===== src/hw/rtl/tcw_pkg.sv =====
// ----------------------------------------------------------------------------
// tcw_pkg
// Geometry, codes and shared types of the text console writer.
// ----------------------------------------------------------------------------
package tcw_pkg;

  // Screen geometry.
  localparam int COLS        = 80;
  localparam int SCROLL_ROWS = 24;
  localparam int TOTAL_ROWS  = 25;

  localparam int NCELLS       = TOTAL_ROWS * COLS;
  localparam int SCROLL_LIMIT = SCROLL_ROWS * COLS;
  localparam int STATUS_BASE  = (TOTAL_ROWS - 1) * COLS;
  localparam int MOVE_CELLS   = (SCROLL_ROWS - 1) * COLS;

  // Internal widths.
  localparam int ADDR_W = $clog2(NCELLS);
  localparam int COL_W  = $clog2(COLS);
  localparam int CELL_W = 16;

  // Fixed field widths of the stream items.
  localparam int CMD_W   = 2;
  localparam int CHAR_W  = 8;
  localparam int COLOR_W = 8;
  localparam int SCOL_W  = 7;
  localparam int IDX_W   = 11;
  localparam int POS_W   = 11;

  localparam int IN_FIELDS_W  = CHAR_W + COLOR_W + SCOL_W + IDX_W;
  localparam int IN_TDATA_W   = ((IN_FIELDS_W + 7) / 8) * 8;
  localparam int RES_W        = POS_W + CHAR_W + COLOR_W;
  localparam int OUT_TDATA_W  = ((RES_W + 7) / 8) * 8;
  localparam int OUT_PAD_W    = OUT_TDATA_W - RES_W;

  // Character and color constants.
  localparam logic [CHAR_W-1:0]  BLANK_CHAR  = 8'h20;
  localparam logic [CHAR_W-1:0]  CHAR_LF     = 8'h0A;
  localparam logic [CHAR_W-1:0]  CHAR_CR     = 8'h0D;
  localparam logic [COLOR_W-1:0] RESET_COLOR = 8'h09;

  // Command codes.
  typedef enum logic [CMD_W-1:0] {
    CMD_PUT    = 2'd0,
    CMD_CLEAR  = 2'd1,
    CMD_STATUS = 2'd2,
    CMD_READ   = 2'd3
  } cmd_t;

  // One input item.
  typedef struct packed {
    cmd_t                cmd;
    logic [IDX_W-1:0]    cell_index;
    logic [SCOL_W-1:0]   status_col;
    logic [COLOR_W-1:0]  color;
    logic [CHAR_W-1:0]   char_code;
  } item_t;

  // One result item, cursor in the low bits.
  typedef struct packed {
    logic [COLOR_W-1:0]  cell_color;
    logic [CHAR_W-1:0]   cell_char;
    logic [POS_W-1:0]    cursor_pos;
  } res_t;

  // Write request into the cell store.
  typedef struct packed {
    logic                we;
    logic [ADDR_W-1:0]   addr;
    logic [CELL_W-1:0]   data;
  } ram_wr_t;

  // Read request into the cell store.
  typedef struct packed {
    logic                re;
    logic [ADDR_W-1:0]   addr;
  } ram_rd_t;

endpackage


===== src/hw/rtl/tcw_seq.sv =====
// ----------------------------------------------------------------------------
// tcw_seq
// Command sequencer: cursor tracking and a shared address counter that walks
// the cell store for the power-up fill, clear, scroll copy and row blanking.
// ----------------------------------------------------------------------------
module tcw_seq (
  input  logic                          clk,
  input  logic                          rst,
  input  logic                          in_valid,
  output logic                          in_ready,
  input  tcw_pkg::item_t                in_item,
  input  logic [tcw_pkg::COLOR_W-1:0]   blank_color,
  output tcw_pkg::ram_wr_t              ram_wr,
  output tcw_pkg::ram_rd_t              ram_rd,
  input  logic [tcw_pkg::CELL_W-1:0]    ram_rdata,
  output logic                          res_valid,
  input  logic                          res_ready,
  output tcw_pkg::res_t                 res
);

  typedef enum logic [5:0] {
    ST_INIT = 6'b000001,
    ST_IDLE = 6'b000010,
    ST_READ = 6'b000100,
    ST_COPY = 6'b001000,
    ST_FILL = 6'b010000,
    ST_DONE = 6'b100000
  } state_t;

  localparam logic [tcw_pkg::ADDR_W-1:0] A_COLS     = tcw_pkg::ADDR_W'(tcw_pkg::COLS);
  localparam logic [tcw_pkg::ADDR_W-1:0] A_LIMIT    = tcw_pkg::ADDR_W'(tcw_pkg::SCROLL_LIMIT);
  localparam logic [tcw_pkg::ADDR_W-1:0] A_LAST     = tcw_pkg::ADDR_W'(tcw_pkg::NCELLS - 1);
  localparam logic [tcw_pkg::ADDR_W-1:0] A_STATUS   = tcw_pkg::ADDR_W'(tcw_pkg::STATUS_BASE);
  localparam logic [tcw_pkg::ADDR_W-1:0] A_MOVE     = tcw_pkg::ADDR_W'(tcw_pkg::MOVE_CELLS);
  localparam logic [tcw_pkg::COL_W-1:0]  C_LAST     = tcw_pkg::COL_W'(tcw_pkg::COLS - 1);

  state_t                         state, state_next;
  logic [tcw_pkg::ADDR_W-1:0]     ptr, ptr_next;
  logic [tcw_pkg::ADDR_W-1:0]     fill_end, fill_end_next;
  logic [tcw_pkg::COLOR_W-1:0]    fill_color, fill_color_next;
  logic [tcw_pkg::ADDR_W-1:0]     cursor, cursor_next;
  logic [tcw_pkg::COL_W-1:0]      col, col_next;
  logic                           cp_pend, cp_pend_next;
  logic [tcw_pkg::ADDR_W-1:0]     cp_dst, cp_dst_next;
  logic                           drain, drain_next;
  logic [tcw_pkg::CHAR_W-1:0]     res_char, res_char_next;
  logic [tcw_pkg::COLOR_W-1:0]    res_color, res_color_next;

  logic                           is_nl;
  logic [tcw_pkg::ADDR_W-1:0]     put_cursor;
  logic [tcw_pkg::COL_W-1:0]      put_col;
  logic                           put_scroll;
  logic                           scol_ok;
  logic                           idx_ok;
  logic [tcw_pkg::ADDR_W-1:0]     ptr_inc;

  // Shared address counter step.
  assign ptr_inc = ptr + tcw_pkg::ADDR_W'(1);

  // Cursor move of a put: newline goes to the next row start, anything else
  // advances one cell with the column wrapping at the row end.
  assign is_nl      = (in_item.char_code == tcw_pkg::CHAR_LF) ||
                      (in_item.char_code == tcw_pkg::CHAR_CR);
  assign put_cursor = is_nl ? (cursor - tcw_pkg::ADDR_W'(col) + A_COLS)
                            : (cursor + tcw_pkg::ADDR_W'(1));
  assign put_col    = (is_nl || col == C_LAST) ? '0 : col + tcw_pkg::COL_W'(1);
  assign put_scroll = (put_cursor >= A_LIMIT);

  // Range checks of the status column and the read index.
  assign scol_ok = (int'(in_item.status_col) < tcw_pkg::COLS);
  assign idx_ok  = (int'(in_item.cell_index) < tcw_pkg::NCELLS);

  // Sequencer.
  always_comb begin
    state_next      = state;
    ptr_next        = ptr;
    fill_end_next   = fill_end;
    fill_color_next = fill_color;
    cursor_next     = cursor;
    col_next        = col;
    cp_pend_next    = 1'b0;
    cp_dst_next     = cp_dst;
    drain_next      = drain;
    res_char_next   = res_char;
    res_color_next  = res_color;
    ram_wr          = '0;
    ram_rd.re       = 1'b0;
    ram_rd.addr     = ptr;
    in_ready        = 1'b0;
    res_valid       = 1'b0;

    case (state)
      ST_INIT, ST_FILL: begin
        ram_wr.we   = 1'b1;
        ram_wr.addr = ptr;
        ram_wr.data = {fill_color, tcw_pkg::BLANK_CHAR};
        if (ptr == fill_end) begin
          state_next = (state == ST_INIT) ? ST_IDLE : ST_DONE;
        end else begin
          ptr_next = ptr_inc;
        end
      end

      ST_IDLE: begin
        in_ready = 1'b1;
        if (in_valid) begin
          res_char_next  = '0;
          res_color_next = '0;
          state_next     = ST_DONE;
          case (in_item.cmd)
            tcw_pkg::CMD_PUT: begin
              if (!is_nl) begin
                ram_wr.we   = 1'b1;
                ram_wr.addr = cursor;
                ram_wr.data = {in_item.color, in_item.char_code};
              end
              col_next = put_col;
              if (put_scroll) begin
                cursor_next = put_cursor - A_COLS;
                ptr_next    = A_COLS;
                drain_next  = 1'b0;
                state_next  = ST_COPY;
              end else begin
                cursor_next = put_cursor;
              end
            end
            tcw_pkg::CMD_CLEAR: begin
              cursor_next     = '0;
              col_next        = '0;
              ptr_next        = '0;
              fill_end_next   = A_LAST;
              fill_color_next = blank_color;
              state_next      = ST_FILL;
            end
            tcw_pkg::CMD_STATUS: begin
              ram_wr.we   = scol_ok;
              ram_wr.addr = A_STATUS + tcw_pkg::ADDR_W'(in_item.status_col);
              ram_wr.data = {in_item.color, in_item.char_code};
            end
            tcw_pkg::CMD_READ: begin
              if (idx_ok) begin
                ram_rd.re   = 1'b1;
                ram_rd.addr = tcw_pkg::ADDR_W'(in_item.cell_index);
                state_next  = ST_READ;
              end
            end
            default: begin
              state_next = ST_DONE;
            end
          endcase
        end
      end

      ST_READ: begin
        res_char_next  = ram_rdata[tcw_pkg::CHAR_W-1:0];
        res_color_next = ram_rdata[tcw_pkg::CELL_W-1:tcw_pkg::CHAR_W];
        state_next     = ST_DONE;
      end

      // Scroll copy: read a cell one row below, write it one row up in the next cycle.
      ST_COPY: begin
        ram_wr.we   = cp_pend;
        ram_wr.addr = cp_dst;
        ram_wr.data = ram_rdata;
        if (!drain) begin
          ram_rd.re    = 1'b1;
          ram_rd.addr  = ptr;
          cp_pend_next = 1'b1;
          cp_dst_next  = ptr - A_COLS;
          if (ptr == A_LIMIT - tcw_pkg::ADDR_W'(1)) begin
            drain_next = 1'b1;
          end else begin
            ptr_next = ptr_inc;
          end
        end else begin
          drain_next      = 1'b0;
          ptr_next        = A_MOVE;
          fill_end_next   = A_LIMIT - tcw_pkg::ADDR_W'(1);
          fill_color_next = blank_color;
          state_next      = ST_FILL;
        end
      end

      ST_DONE: begin
        res_valid = 1'b1;
        if (res_ready) begin
          state_next = ST_IDLE;
        end
      end

      default: begin
        state_next = ST_IDLE;
      end
    endcase
  end

  // Control registers.
  always_ff @(posedge clk) begin
    if (rst) begin
      state      <= ST_INIT;
      ptr        <= '0;
      fill_end   <= A_LAST;
      fill_color <= tcw_pkg::RESET_COLOR;
      cursor     <= '0;
      col        <= '0;
      cp_pend    <= 1'b0;
      drain      <= 1'b0;
    end else begin
      state      <= state_next;
      ptr        <= ptr_next;
      fill_end   <= fill_end_next;
      fill_color <= fill_color_next;
      cursor     <= cursor_next;
      col        <= col_next;
      cp_pend    <= cp_pend_next;
      drain      <= drain_next;
    end
  end

  // Payload registers.
  always_ff @(posedge clk) begin
    cp_dst    <= cp_dst_next;
    res_char  <= res_char_next;
    res_color <= res_color_next;
  end

  assign res.cursor_pos = tcw_pkg::POS_W'(cursor);
  assign res.cell_char  = res_char;
  assign res.cell_color = res_color;

endmodule


===== config.mk =====
export PLATFORM = sky130hd
export DESIGN_NAME = tcw_seq
export DESIGN_NICKNAME = d
export VERILOG_FILES = /design/src/hw/rtl/tcw_pkg.sv /design/src/hw/rtl/tcw_seq.sv
export SDC_FILE = /design/constraint.sdc
export NUM_CORES = 1
export LEC_CHECK = 0
export BUFFER_PORTS_ARGS = -buffer_cell sky130_fd_sc_hd__buf_2
export CAP_MARGIN = 15
export CORE_AREA = 2 2 98 100
export CTS_BUF_LIST = sky130_fd_sc_hd__clkbuf_2 sky130_fd_sc_hd__clkbuf_4 sky130_fd_sc_hd__clkbuf_8
export CTS_CLUSTER_SIZE = 28
export DETAILED_ROUTE_END_ITERATION = 7
export DIE_AREA = 0 0 100 102
export MAX_ROUTING_LAYER = met4
export PLACE_DENSITY_LB_ADDON = 0.2
export SYNTH_ARGS = -nofsm -noshare
export SYNTH_HDL_FRONTEND = slang
export SYNTH_SLANG_ARGS = --single-unit
export TNS_END_PERCENT = 20

===== constraint.sdc =====
create_clock -name clk -period 3.7 [get_ports clk]
set_clock_uncertainty 0.05 [all_clocks]
set_input_delay 0.185 -clock clk [delete_from_list [all_inputs] [get_ports clk]]
set_output_delay 0.185 -clock clk [all_outputs]
set_load 0.005 [all_outputs]

==> results.cfg, run 1 <==
[worst_setup_path]
startpoint_type = register
category_of_the_most_critical_setup_path = reg2reg
critPathMaxFanout = 7
timing.critical_path.slowest_cell_delay_ps = 600
critical_path.endpoint_type = register
worstPathCellList = inv_1 -> ha_1 -> inv_1 -> ha_1 -> a21o_1 -> a21o_1 -> o211ai_1 -> a2111oi_0 -> or4b_4 -> o21bai_2 -> nor2_2 -> or3_1 -> a31oi_1
critPathArrivalTime_ps = 3680
worst_path_max_delay_cell = sky130_fd_sc_hd__or4b_4
timing.critical_path.required_ps = 3930

[sta]
setup_total_negative_slack_ps = 0
max_clock_freq_mhz = 290
hold-worst-slack_ps = 11.3
final_slew_viol_count = 0
setup-violations-final = 0
rsz0062_at_grt = false
postLayoutSetupSlackWorst_ps = 254
finalCriticalPeriod_ps = 3450
worstMarginPinSlew_ps = 885
relSlewSlack_pct = 40.8
report.final.hold_viol_count = 0
period_share_pct = 93.1

[synth]
syn-instance-count = 577
yosys.area_share.adder_pct = 6.76
postSynthRegisterBits = 74
asyncSetResetFlopFracSynth_pct = 0
post_synth_and_or_nand_nor_area_fraction_pct = 22.2
synth_xor_xnor_area_share_pct = 5.34
synth-compound-area-share_pct = 20.8
dominant_combinational_cell_family_by_area_after_synthesis = simple AND/OR/NAND/NOR gates
synth_area_um2 = 4920
yosys.cell_types.count = 69
synth-main-ff-cell = sky130_fd_sc_hd__dfxtp_1
ys_warn_count = 0
synth_seq_area_share_pct = 35.6
syn-num-nets = 667
synth_mux_area_share_pct = 3.86
post_synth.cell_area_avg_um2 = 8.53
edff_count_synth = 27

[detailed_routing]
detail_route.vias_per_cell = 6.07
route.antenna.remaining_nets = 0
wirelength_met1_um = 6080
dr_wl_met3_um = 1120
route.vias.total = 4965
routed-wl-met2_um = 6960
route.detailed.wl_per_inst_um = 17.6
maxUsedRoutingLayer = met4
drcViolationCount = 0
wirelength_um = 14400
detailedRoute.firstIterationViolations = 383
drt_pre_antenna_iters = 5

[place]
dp_hpwl_um = 10800
globalplace.congestion = 0.956
detailed_place.area_um2 = 5700
preCtsSetupSlack_ps = 108
port_buffers = 132
dp.cells = 799

[grt]
grt_start_max_net_pins = 40
global_route.usage.total_pct = 28.9
grt_antenna_before_repair = 0
first_global_vias = 4500
grt_pass1_wl_um = 22700
gr-total-overflow = 0

[final_layout]
num_antenna_cells = 0
flow.area_growth_from_synthesis_pct = 20.8
final_cell_count_no_fill = 818
final_nets = 792
stdcell_area_um2 = 5950
nFillCells = 771
layout_cell_share_with_drive_strength_beyond_1_pct = 27.3
core_util_final_pct = 65.3

[power_and_ir_drop]
power.static_leakage_nw = 2.66
powerDensity_nw_per_um2 = 342
totalPowerFinal_mw = 2.03
power.ir.vdd_worst_uv = 237

[floorplanning]
core_um2 = 9110
rows = 35
start_util_pct = 54.1
floorplan.io_pins = 133
die_area_um2 = 10200
die_w_um = 100
chipHeight_um = 102

[clock_tree]
cts_buffer_depth = 2
clock_pin_transition_on_the_worst_setup_and_hold_timing_paths_ps = 90
htreeDepth = 3
tritoncts.num_buffers = 9
tritoncts_num_sinks = 74
tritoncts_clock_tree = done
clkLatencyLatePin_ps = 360
root_buffer = sky130_fd_sc_hd__clkbuf_8

[min_path]
worst_hold_path_type = in2reg

[flow_run]
drv.max_cap_violation_count = 0

[status]
status = completed
## placed cells by master, fill, tap and decap left out, types with 5 or more instances in the layout
cell type | synthesis | layout
sky130_fd_sc_hd__nor3_1 | 12 | 12
sky130_fd_sc_hd__dfxtp_1 | 47 | 46
sky130_fd_sc_hd__a21oi_1 | 36 | 36
sky130_fd_sc_hd__nand2b_1 | 6 | 6
sky130_fd_sc_hd__mux2i_1 | 10 | 10
sky130_fd_sc_hd__a211oi_1 | 5 | 5
sky130_fd_sc_hd__buf_4 | 1 | 16
sky130_fd_sc_hd__and3_1 | 9 | 9
sky130_fd_sc_hd__and2_1 | 18 | 18
sky130_fd_sc_hd__ha_1 | 25 | 25
sky130_fd_sc_hd__a21o_1 | 7 | 7
sky130_fd_sc_hd__nand4_1 | 6 | 6
sky130_fd_sc_hd__clkbuf_8 | 0 | 9
sky130_fd_sc_hd__a222oi_1 | 8 | 8
sky130_fd_sc_hd__o21ai_0 | 31 | 29
sky130_fd_sc_hd__inv_1 | 35 | 35
sky130_fd_sc_hd__xor2_1 | 9 | 9
sky130_fd_sc_hd__a22oi_1 | 11 | 11
sky130_fd_sc_hd__buf_2 | 1 | 132
sky130_fd_sc_hd__nand3_1 | 23 | 23
sky130_fd_sc_hd__or2_2 | 5 | 5
sky130_fd_sc_hd__edfxtp_1 | 27 | 27
sky130_fd_sc_hd__mux2_2 | 8 | 8
sky130_fd_sc_hd__nor4_1 | 5 | 5
sky130_fd_sc_hd__nor2_1 | 53 | 53
sky130_fd_sc_hd__nand2_1 | 51 | 50
sky130_fd_sc_hd__xnor2_1 | 21 | 21
sky130_fd_sc_hd__a22o_1 | 10 | 10
## cell usage after synthesis (all sizes together), types with 5 or more instances
cell     n  area share (%)
a211oi   5            0.76
edfxtp  27              16
a21oi   36             3.7
a21o     7             1.1
a22oi   11             1.7
and2    18             2.3
nand4    6            0.76
mux2i   10             2.0
o21ai   31             3.2
a22o    10             1.8
clkbuf  32             2.4
xor2     9             1.6
nand2b   6            0.76
mux2     8             1.8
inv     35             2.7
and3    10             1.4
nor2    54             4.2
nor4     7             1.3
nand3   23             2.3
dfxtp   47              19
xnor2   21             3.7
nor3    12             1.2
nand2   51             3.9
ha      25             6.4
or2      5            0.64
a222oi   8             1.6
## report_power, final
part / total [mW] / switching [mW] / internal, mW
registers: 0.925 / 0.0471 / 0.878
clock network: 0.674 / 0.349 / 0.325
logic: 0.435 / 0.252 / 0.183
total: 2.03 / 0.648 / 1.39
## path summary, 6_finish.rpt
check                  end  cells after the start  slack [ps]           start
max reg2reg       state[5]                     13         250       cursor[4]
max               state[5]                     13         250       cursor[4]
min          fill_color[7]                      3          10  blank_color[7]
min reg2reg    fill_end[7]                      2         420     fill_end[7]
## critical path: cells and delay by family (launching register included)
kind,cells,cell delay [ps]
and+or+nand+nor,3,1000
DFF,1,400
adders and majority gates,2,610
AOI/OAI and AO/OA,6,1170
buffers and inverters,2,130
## state kept, by name, indices dropped and copies added, names as in the netlist
register / count
ptr: 11
res_color: 8
state: 6
res_char: 8
fill_color: 8
col: 7
drain: 1
fill_end: 2
cursor: 11
cp_dst: 11
cp_pend: 1
## area by class of cell
| type | count | area (um2) | share of cell area, % |
|---|---|---|---|
| clock buffers | 9 | 124 | 2.08 |
| flip-flops and latches | 74 | 1750 | 29.5 |
| clock inverters | 7 | 83.8 | 1.41 |
| inverters | 35 | 131 | 2.21 |
| multi-input cells | 432 | 2920 | 49.0 |
| well taps | 111 | 139 | 2.34 |
| repair buffers | 150 | 801 | 13.5 |
## logic make-up (layout without fill, tap and decap cells)
group / count (synthesis) / in the layout
xor+xnor: 30 / 30
simple gates: 211 / 211
compound gates: 147 / 147
mux: 18 / 18
flops: 74 / 74
fa+ha+maj: 26 / 26
buf+inv: 71 / 201
## per-layer routing
layer | up-vias | global-route usage, %
li1 | 2348 | -
met1 | 2350 | 36.0
met2 | 244 | 48.6
met3 | 23 | 4.31
met4 | 0 | 9.27
met5 | - | -
## what timing repair did
item,CTS,global route
hold endpoints to repair,2,0
setup endpoints to repair,0,12
setup buffers,0,1
hold buffers,2,0
resized for setup,0,3
(Power assumes the default switching activity.)
==> run 2: changes to the inputs <==
--- a/config.mk
+++ b/config.mk
@@ -13,7 +13,7 @@
 export DETAILED_ROUTE_END_ITERATION = 7
 export DIE_AREA = 0 0 100 102
 export MAX_ROUTING_LAYER = met4
-export PLACE_DENSITY_LB_ADDON = 0.2
+export PLACE_DENSITY = 0.82
 export SYNTH_ARGS = -nofsm -noshare
 export SYNTH_HDL_FRONTEND = slang
 export SYNTH_SLANG_ARGS = --single-unit
==> run 2 against run 1 <==
First-iteration DRC count decreased by 15%. Clock power rose by 5.9%. Non-clock buffer count increased by 2. Setup slack better by 10 ps. Sequential share of layout area decreased by 0.18 points. Wire length grew 0.34%. Critical path depth is the same. Via count up 0.54%. Critical path type unchanged. Final area is 0.63% higher. Global-route usage unchanged. Cell count is 0.24% higher.
==> results.cfg, run 2 (synthesis results as in run 1) <==
[floorplanning]
chipHeight_um = 102
rows = 35
die_w_um = 100
floorplan.io_pins = 133
start_util_pct = 54.1
core_um2 = 9110
die_area_um2 = 10200

[detailed_routing]
detailedRoute.firstIterationViolations = 326
drcViolationCount = 0
route.vias.total = 4992
drt_pre_antenna_iters = 6
route.detailed.wl_per_inst_um = 17.6
wirelength_um = 14400
detail_route.vias_per_cell = 6.09
route.antenna.remaining_nets = 0

[place]
port_buffers = 132
dp_hpwl_um = 10900
globalplace.congestion = 0.939

[min_path]
hold_path_startpoint = blank_color[1]
worst_hold_path_type = in2reg

[worst_setup_path]
timing.critical_path.required_ps = 3930
r2r_start = cursor[4]
critPathArrivalTime_ps = 3670
category_of_the_most_critical_setup_path = reg2reg
startpoint_type = register
critical_path.endpoint_type = register
critPathMaxFanout = 7
timing.critical_path.from = cursor[4]

[sta]
rsz0062_at_grt = false
setup_total_negative_slack_ps = 0
max_clock_freq_mhz = 291
relSlewSlack_pct = 42.5
hold-worst-slack_ps = 7.94
final_slew_viol_count = 0
worstMarginPinSlew_ps = 860
period_share_pct = 92.9
setup-violations-final = 0
finalCriticalPeriod_ps = 3440
report.final.hold_viol_count = 0

[grt]
grt_start_max_net_pins = 39
first_global_vias = 4823
grt_pass1_wl_um = 22900
grt_antenna_before_repair = 0
gr-total-overflow = 0
global_route.usage.total_pct = 28.9

[clock_tree]
root_buffer = sky130_fd_sc_hd__clkbuf_8
clkLatencyLatePin_ps = 360
tritoncts_clock_tree = done
htreeDepth = 3
cts_buffer_depth = 2
tritoncts_num_sinks = 74
tritoncts.num_buffers = 9
clock_pin_transition_on_the_worst_setup_and_hold_timing_paths_ps = 90

[final_layout]
core_util_final_pct = 65.7
layout_cell_share_with_drive_strength_beyond_1_pct = 27.8
layout_commonest_cell = sky130_fd_sc_hd__buf_2
num_antenna_cells = 0
largestRegisters = cp_dst: 11 flops, cursor: 11 flops, ptr: 11 flops
commonest_cells_after_routing_fill_and_taps_aside = sky130_fd_sc_hd__buf_2 (132), sky130_fd_sc_hd__nor2_1 (53), sky130_fd_sc_hd__nand2_1 (50)
final_nets = 794
flow.area_growth_from_synthesis_pct = 21.6

[power_and_ir_drop]
powerDensity_nw_per_um2 = 347
power.ir.vdd_worst_uv = 186
power.static_leakage_nw = 2.68

[flow_run]
drv.max_cap_violation_count = 0

[status]
status = completed
run 2: worst max-delay path: stages (launching register included):
cell	delay [ps]
sky130_fd_sc_hd__dfxtp_2	400
sky130_fd_sc_hd__inv_1	90
sky130_fd_sc_hd__ha_1	280
sky130_fd_sc_hd__inv_1	40
sky130_fd_sc_hd__ha_1	350
sky130_fd_sc_hd__a21o_1	200
sky130_fd_sc_hd__a21o_1	200
sky130_fd_sc_hd__o211ai_1	250
sky130_fd_sc_hd__a2111oi_0	150
sky130_fd_sc_hd__or4b_4	600
sky130_fd_sc_hd__o21bai_2	210
sky130_fd_sc_hd__nor2_2	80
sky130_fd_sc_hd__or3_1	320
sky130_fd_sc_hd__a31oi_1	150
run 2: power by group:
group | internal, mW | switching [mW] | leakage, nW
combinational | 0.183 | 0.253 | 1.95
sequential | 0.878 | 0.0475 | 0.615
clock | 0.400 | 0.315 | 0.117
run 2: worst paths after layout:
check | endpoint | slack, ps | cells after the start
max | state[5] | 260 | 13
min | fill_color[1] | 8 | 3
max reg2reg | state[5] | 260 | 13
min reg2reg | fill_end[7] | 410 | 2
run 2: through the flow:
stage	worst slack, ps	instances	area [um2]	power, mW
floorplan	442	577	4920	1.19
global placement	258	801	5720	1.35
detailed placement	98.4	801	5720	1.37
CTS	53.2	818	5950	2.07
global route	44.0	820	5980	2.17
finish	264	820	5980	2.08
run 2: area by class of cell:
cell class                 count  area (um2)
clock inverter                 6        88.8
timing repair buffer         152         813
clock buffer                  10         138
inverter                      35         131
sequential                    74        1750
fill                         751        3120
tap                          111         139
multi-input combinational    432        2920
run 2: what timing repair did:
action | CTS | global route
resized for setup | 0 | 4
hold endpoints to repair | 1 | 0
setup endpoints to repair | 0 | 16
hold buffers | 1 | 0
buffers inserted | 0 | 1
run 2: layer usage:
layer / routed length, um / track usage [%]
met1: 6210 / 34.8
met2: 6820 / 49.2
met3: 1050 / 3.76
met4: 359 / 11.9
met5: 0 / -
==> run 3: changes to the inputs <==
--- a/config.mk
+++ b/config.mk
@@ -7,13 +7,13 @@
 export LEC_CHECK = 0
 export BUFFER_PORTS_ARGS = -buffer_cell sky130_fd_sc_hd__buf_2
 export CAP_MARGIN = 15
-export CORE_AREA = 2 2 98 100
+export CORE_AREA = 2 2 95 97
 export CTS_BUF_LIST = sky130_fd_sc_hd__clkbuf_2 sky130_fd_sc_hd__clkbuf_4 sky130_fd_sc_hd__clkbuf_8
 export CTS_CLUSTER_SIZE = 28
 export DETAILED_ROUTE_END_ITERATION = 7
-export DIE_AREA = 0 0 100 102
+export DIE_AREA = 0 0 97 99
 export MAX_ROUTING_LAYER = met4
-export PLACE_DENSITY = 0.82
+export PLACE_DENSITY = 0.86
 export SYNTH_ARGS = -nofsm -noshare
 export SYNTH_HDL_FRONTEND = slang
 export SYNTH_SLANG_ARGS = --single-unit
==> constraint.sdc (replaced) <==
create_clock -name clk -period 4.17 [get_ports clk]
set_clock_uncertainty 0.05 [all_clocks]
set_input_delay 0.2085 -clock clk [delete_from_list [all_inputs] [get_ports clk]]
set_output_delay 0.2085 -clock clk [all_outputs]
set_load 0.005 [all_outputs]
==> run 3 against run 2 <==
Sequential cell count did not move. Via count rose by 0.62%. Global-route usage rose by 1.9 points. Maximum frequency fell by 5.7%. Highest routed layer unchanged. Largest cell class unchanged.
==> results.cfg, run 3 (synthesis results as in run 1) <==
[power_and_ir_drop]
powerDensity_nw_per_um2 = 305
totalPowerFinal_mw = 1.79
power.static_leakage_nw = 2.62
internal_power_mw = 1.23
share_clk_of_total_power_pct = 32.8
power.ir.vdd_worst_uv = 182
share_seq_of_total_power_pct = 45.8
switching_share_pct = 31.5
switchingPower_mw = 0.564
p_comb_share_pct = 21.5

[clock_tree]
clkLatencyLatePin_ps = 360
tritoncts_clock_tree = done
clock_pin_transition_on_the_worst_setup_and_hold_timing_paths_ps = 90
cts_buffer_depth = 2
tritoncts_num_sinks = 74
root_buffer = sky130_fd_sc_hd__clkbuf_8
tritoncts.num_buffers = 9
cts_setup_buffers = 0
htreeDepth = 3
post_cts_hold_buffer_count = 0
post_cts_resize_count = 0

[worst_setup_path]
critical-path-top-delay-family = simple AND/OR/NAND/NOR gates
worst_path_max_delay_cell = sky130_fd_sc_hd__nor4_1
startpoint_type = register
timing.critical_path.required_ps = 4380
critPathMaxFanout = 7
timing.critical_path.slowest_cell_delay_ps = 490
critical_path.endpoint_type = register
category_of_the_most_critical_setup_path = reg2reg
worstPathCellList = inv_1 -> ha_1 -> inv_1 -> ha_1 -> a21o_1 -> a21o_1 -> o211ai_1 -> nand2_1 -> nor4_1 -> nor3b_2 -> nor2_1 -> nand2_1 -> a311o_1
critPathArrivalTime_ps = 3850
critical_path_buf_inv_count = 2

[final_layout]
num_antenna_cells = 0
core_util_final_pct = 68.6
flow.area_growth_from_synthesis_pct = 19.2
final_nets = 784
nFillCells = 688
largestRegisters = cp_dst: 11 flops, cursor: 11 flops, ptr: 11 flops
layout_commonest_cell = sky130_fd_sc_hd__buf_2
commonest_cells_after_routing_fill_and_taps_aside = sky130_fd_sc_hd__buf_2 (132), sky130_fd_sc_hd__nor2_1 (53), sky130_fd_sc_hd__nand2_1 (51)
layout_cell_share_with_drive_strength_beyond_1_pct = 26.5

[grt]
grt_antenna_before_repair = 0
gr-total-overflow = 0
grt_start_max_net_pins = 40
global_route.usage.total_pct = 30.8
grt_pass1_wl_um = 23400
first_global_vias = 4853

[status]
status = completed

[sta]
finalCriticalPeriod_ps = 3640
worstMarginPinSlew_ps = 986
setup_total_negative_slack_ps = 0
final_slew_viol_count = 0
period_share_pct = 87.4
rsz0062_at_grt = false
hold-worst-slack_ps = 6.77
max_clock_freq_mhz = 274
report.final.hold_viol_count = 0
relSlewSlack_pct = 34.1
setup-violations-final = 0
postLayoutSetupSlackWorst_ps = 526

[place]
globalplace.congestion = 0.926
preCtsSetupSlack_ps = 553
dp_hpwl_um = 11000
port_buffers = 132

[flow_run]
drv.max_cap_violation_count = 0

[floorplanning]
start_util_pct = 57.6
core_um2 = 8550
floorplan.io_pins = 133
die_w_um = 97
chipHeight_um = 99
die_area_um2 = 9600
rows = 34

[detailed_routing]
detail_route.vias_per_cell = 6.22
detailedRoute.firstIterationViolations = 375
route.vias.total = 5023
route.antenna.remaining_nets = 0
route.detailed.wl_per_inst_um = 18.0
wirelength_um = 14600
drt_pre_antenna_iters = 5
drcViolationCount = 0

[min_path]
worst_hold_path_type = in2reg
==> run 3: path summary, 6_finish.rpt <==
kind | from | to | slack (ps) | cells after the start
min reg2reg | fill_end[7] | fill_end[7] | 410 | 2
min | blank_color[0] | fill_color[0] | 7 | 3
max | cursor[4] | ptr[2] | 530 | 13
max reg2reg | cursor[4] | ptr[2] | 530 | 13
==> run 3: power by group through the flow <==
| stage | combinational (mW) | sequential [mW] | clock [mW] |
|---|---|---|---|
| after floorplan | 0.239 | 0.815 | 0 |
| after global placement | 0.364 | 0.834 | 0 |
| after detailed placement | 0.374 | 0.835 | 0 |
| after CTS | 0.379 | 0.818 | 0.587 |
| after global routing | 0.417 | 0.824 | 0.625 |
| final | 0.384 | 0.819 | 0.586 |
==> run 3: tightest hold or removal path, stage by stage <==
cell and delay [ps]:
sky130_fd_sc_hd__buf_2 80, sky130_fd_sc_hd__mux2i_1 50, sky130_fd_sc_hd__nand2_1 60
==> run 3: stage by stage <==
stage / instance area [um2] / cells
2_1_floorplan: 4920 / 577
3_3_place_gp: 5650 / 790
3_5_place_dp: 5650 / 790
4_1_cts: 5860 / 806
5_1_grt: 5870 / 807
6_report: 5870 / 807
==> run 3: area by class of cell <==
class                      count  area [um2]  area share, %
multi-input combinational    432        2910           49.5
inverter                      35         131           2.24
tap                          108         135           2.30
clock buffer                   9         124           2.11
sequential                    74        1750           29.9
timing repair buffer         142         736           12.5
clock inverter                 7        82.6           1.41
==> run 3: layer usage <==
layer | up-vias | GRT usage, % | part of all wire, %
li1 | 2333 | - | -
met1 | 2333 | 35.9 | 39
met2 | 303 | 51.7 | 47
met3 | 54 | 5.74 | 9.6
met4 | 0 | 14.1 | 3.8
met5 | - | - | 0
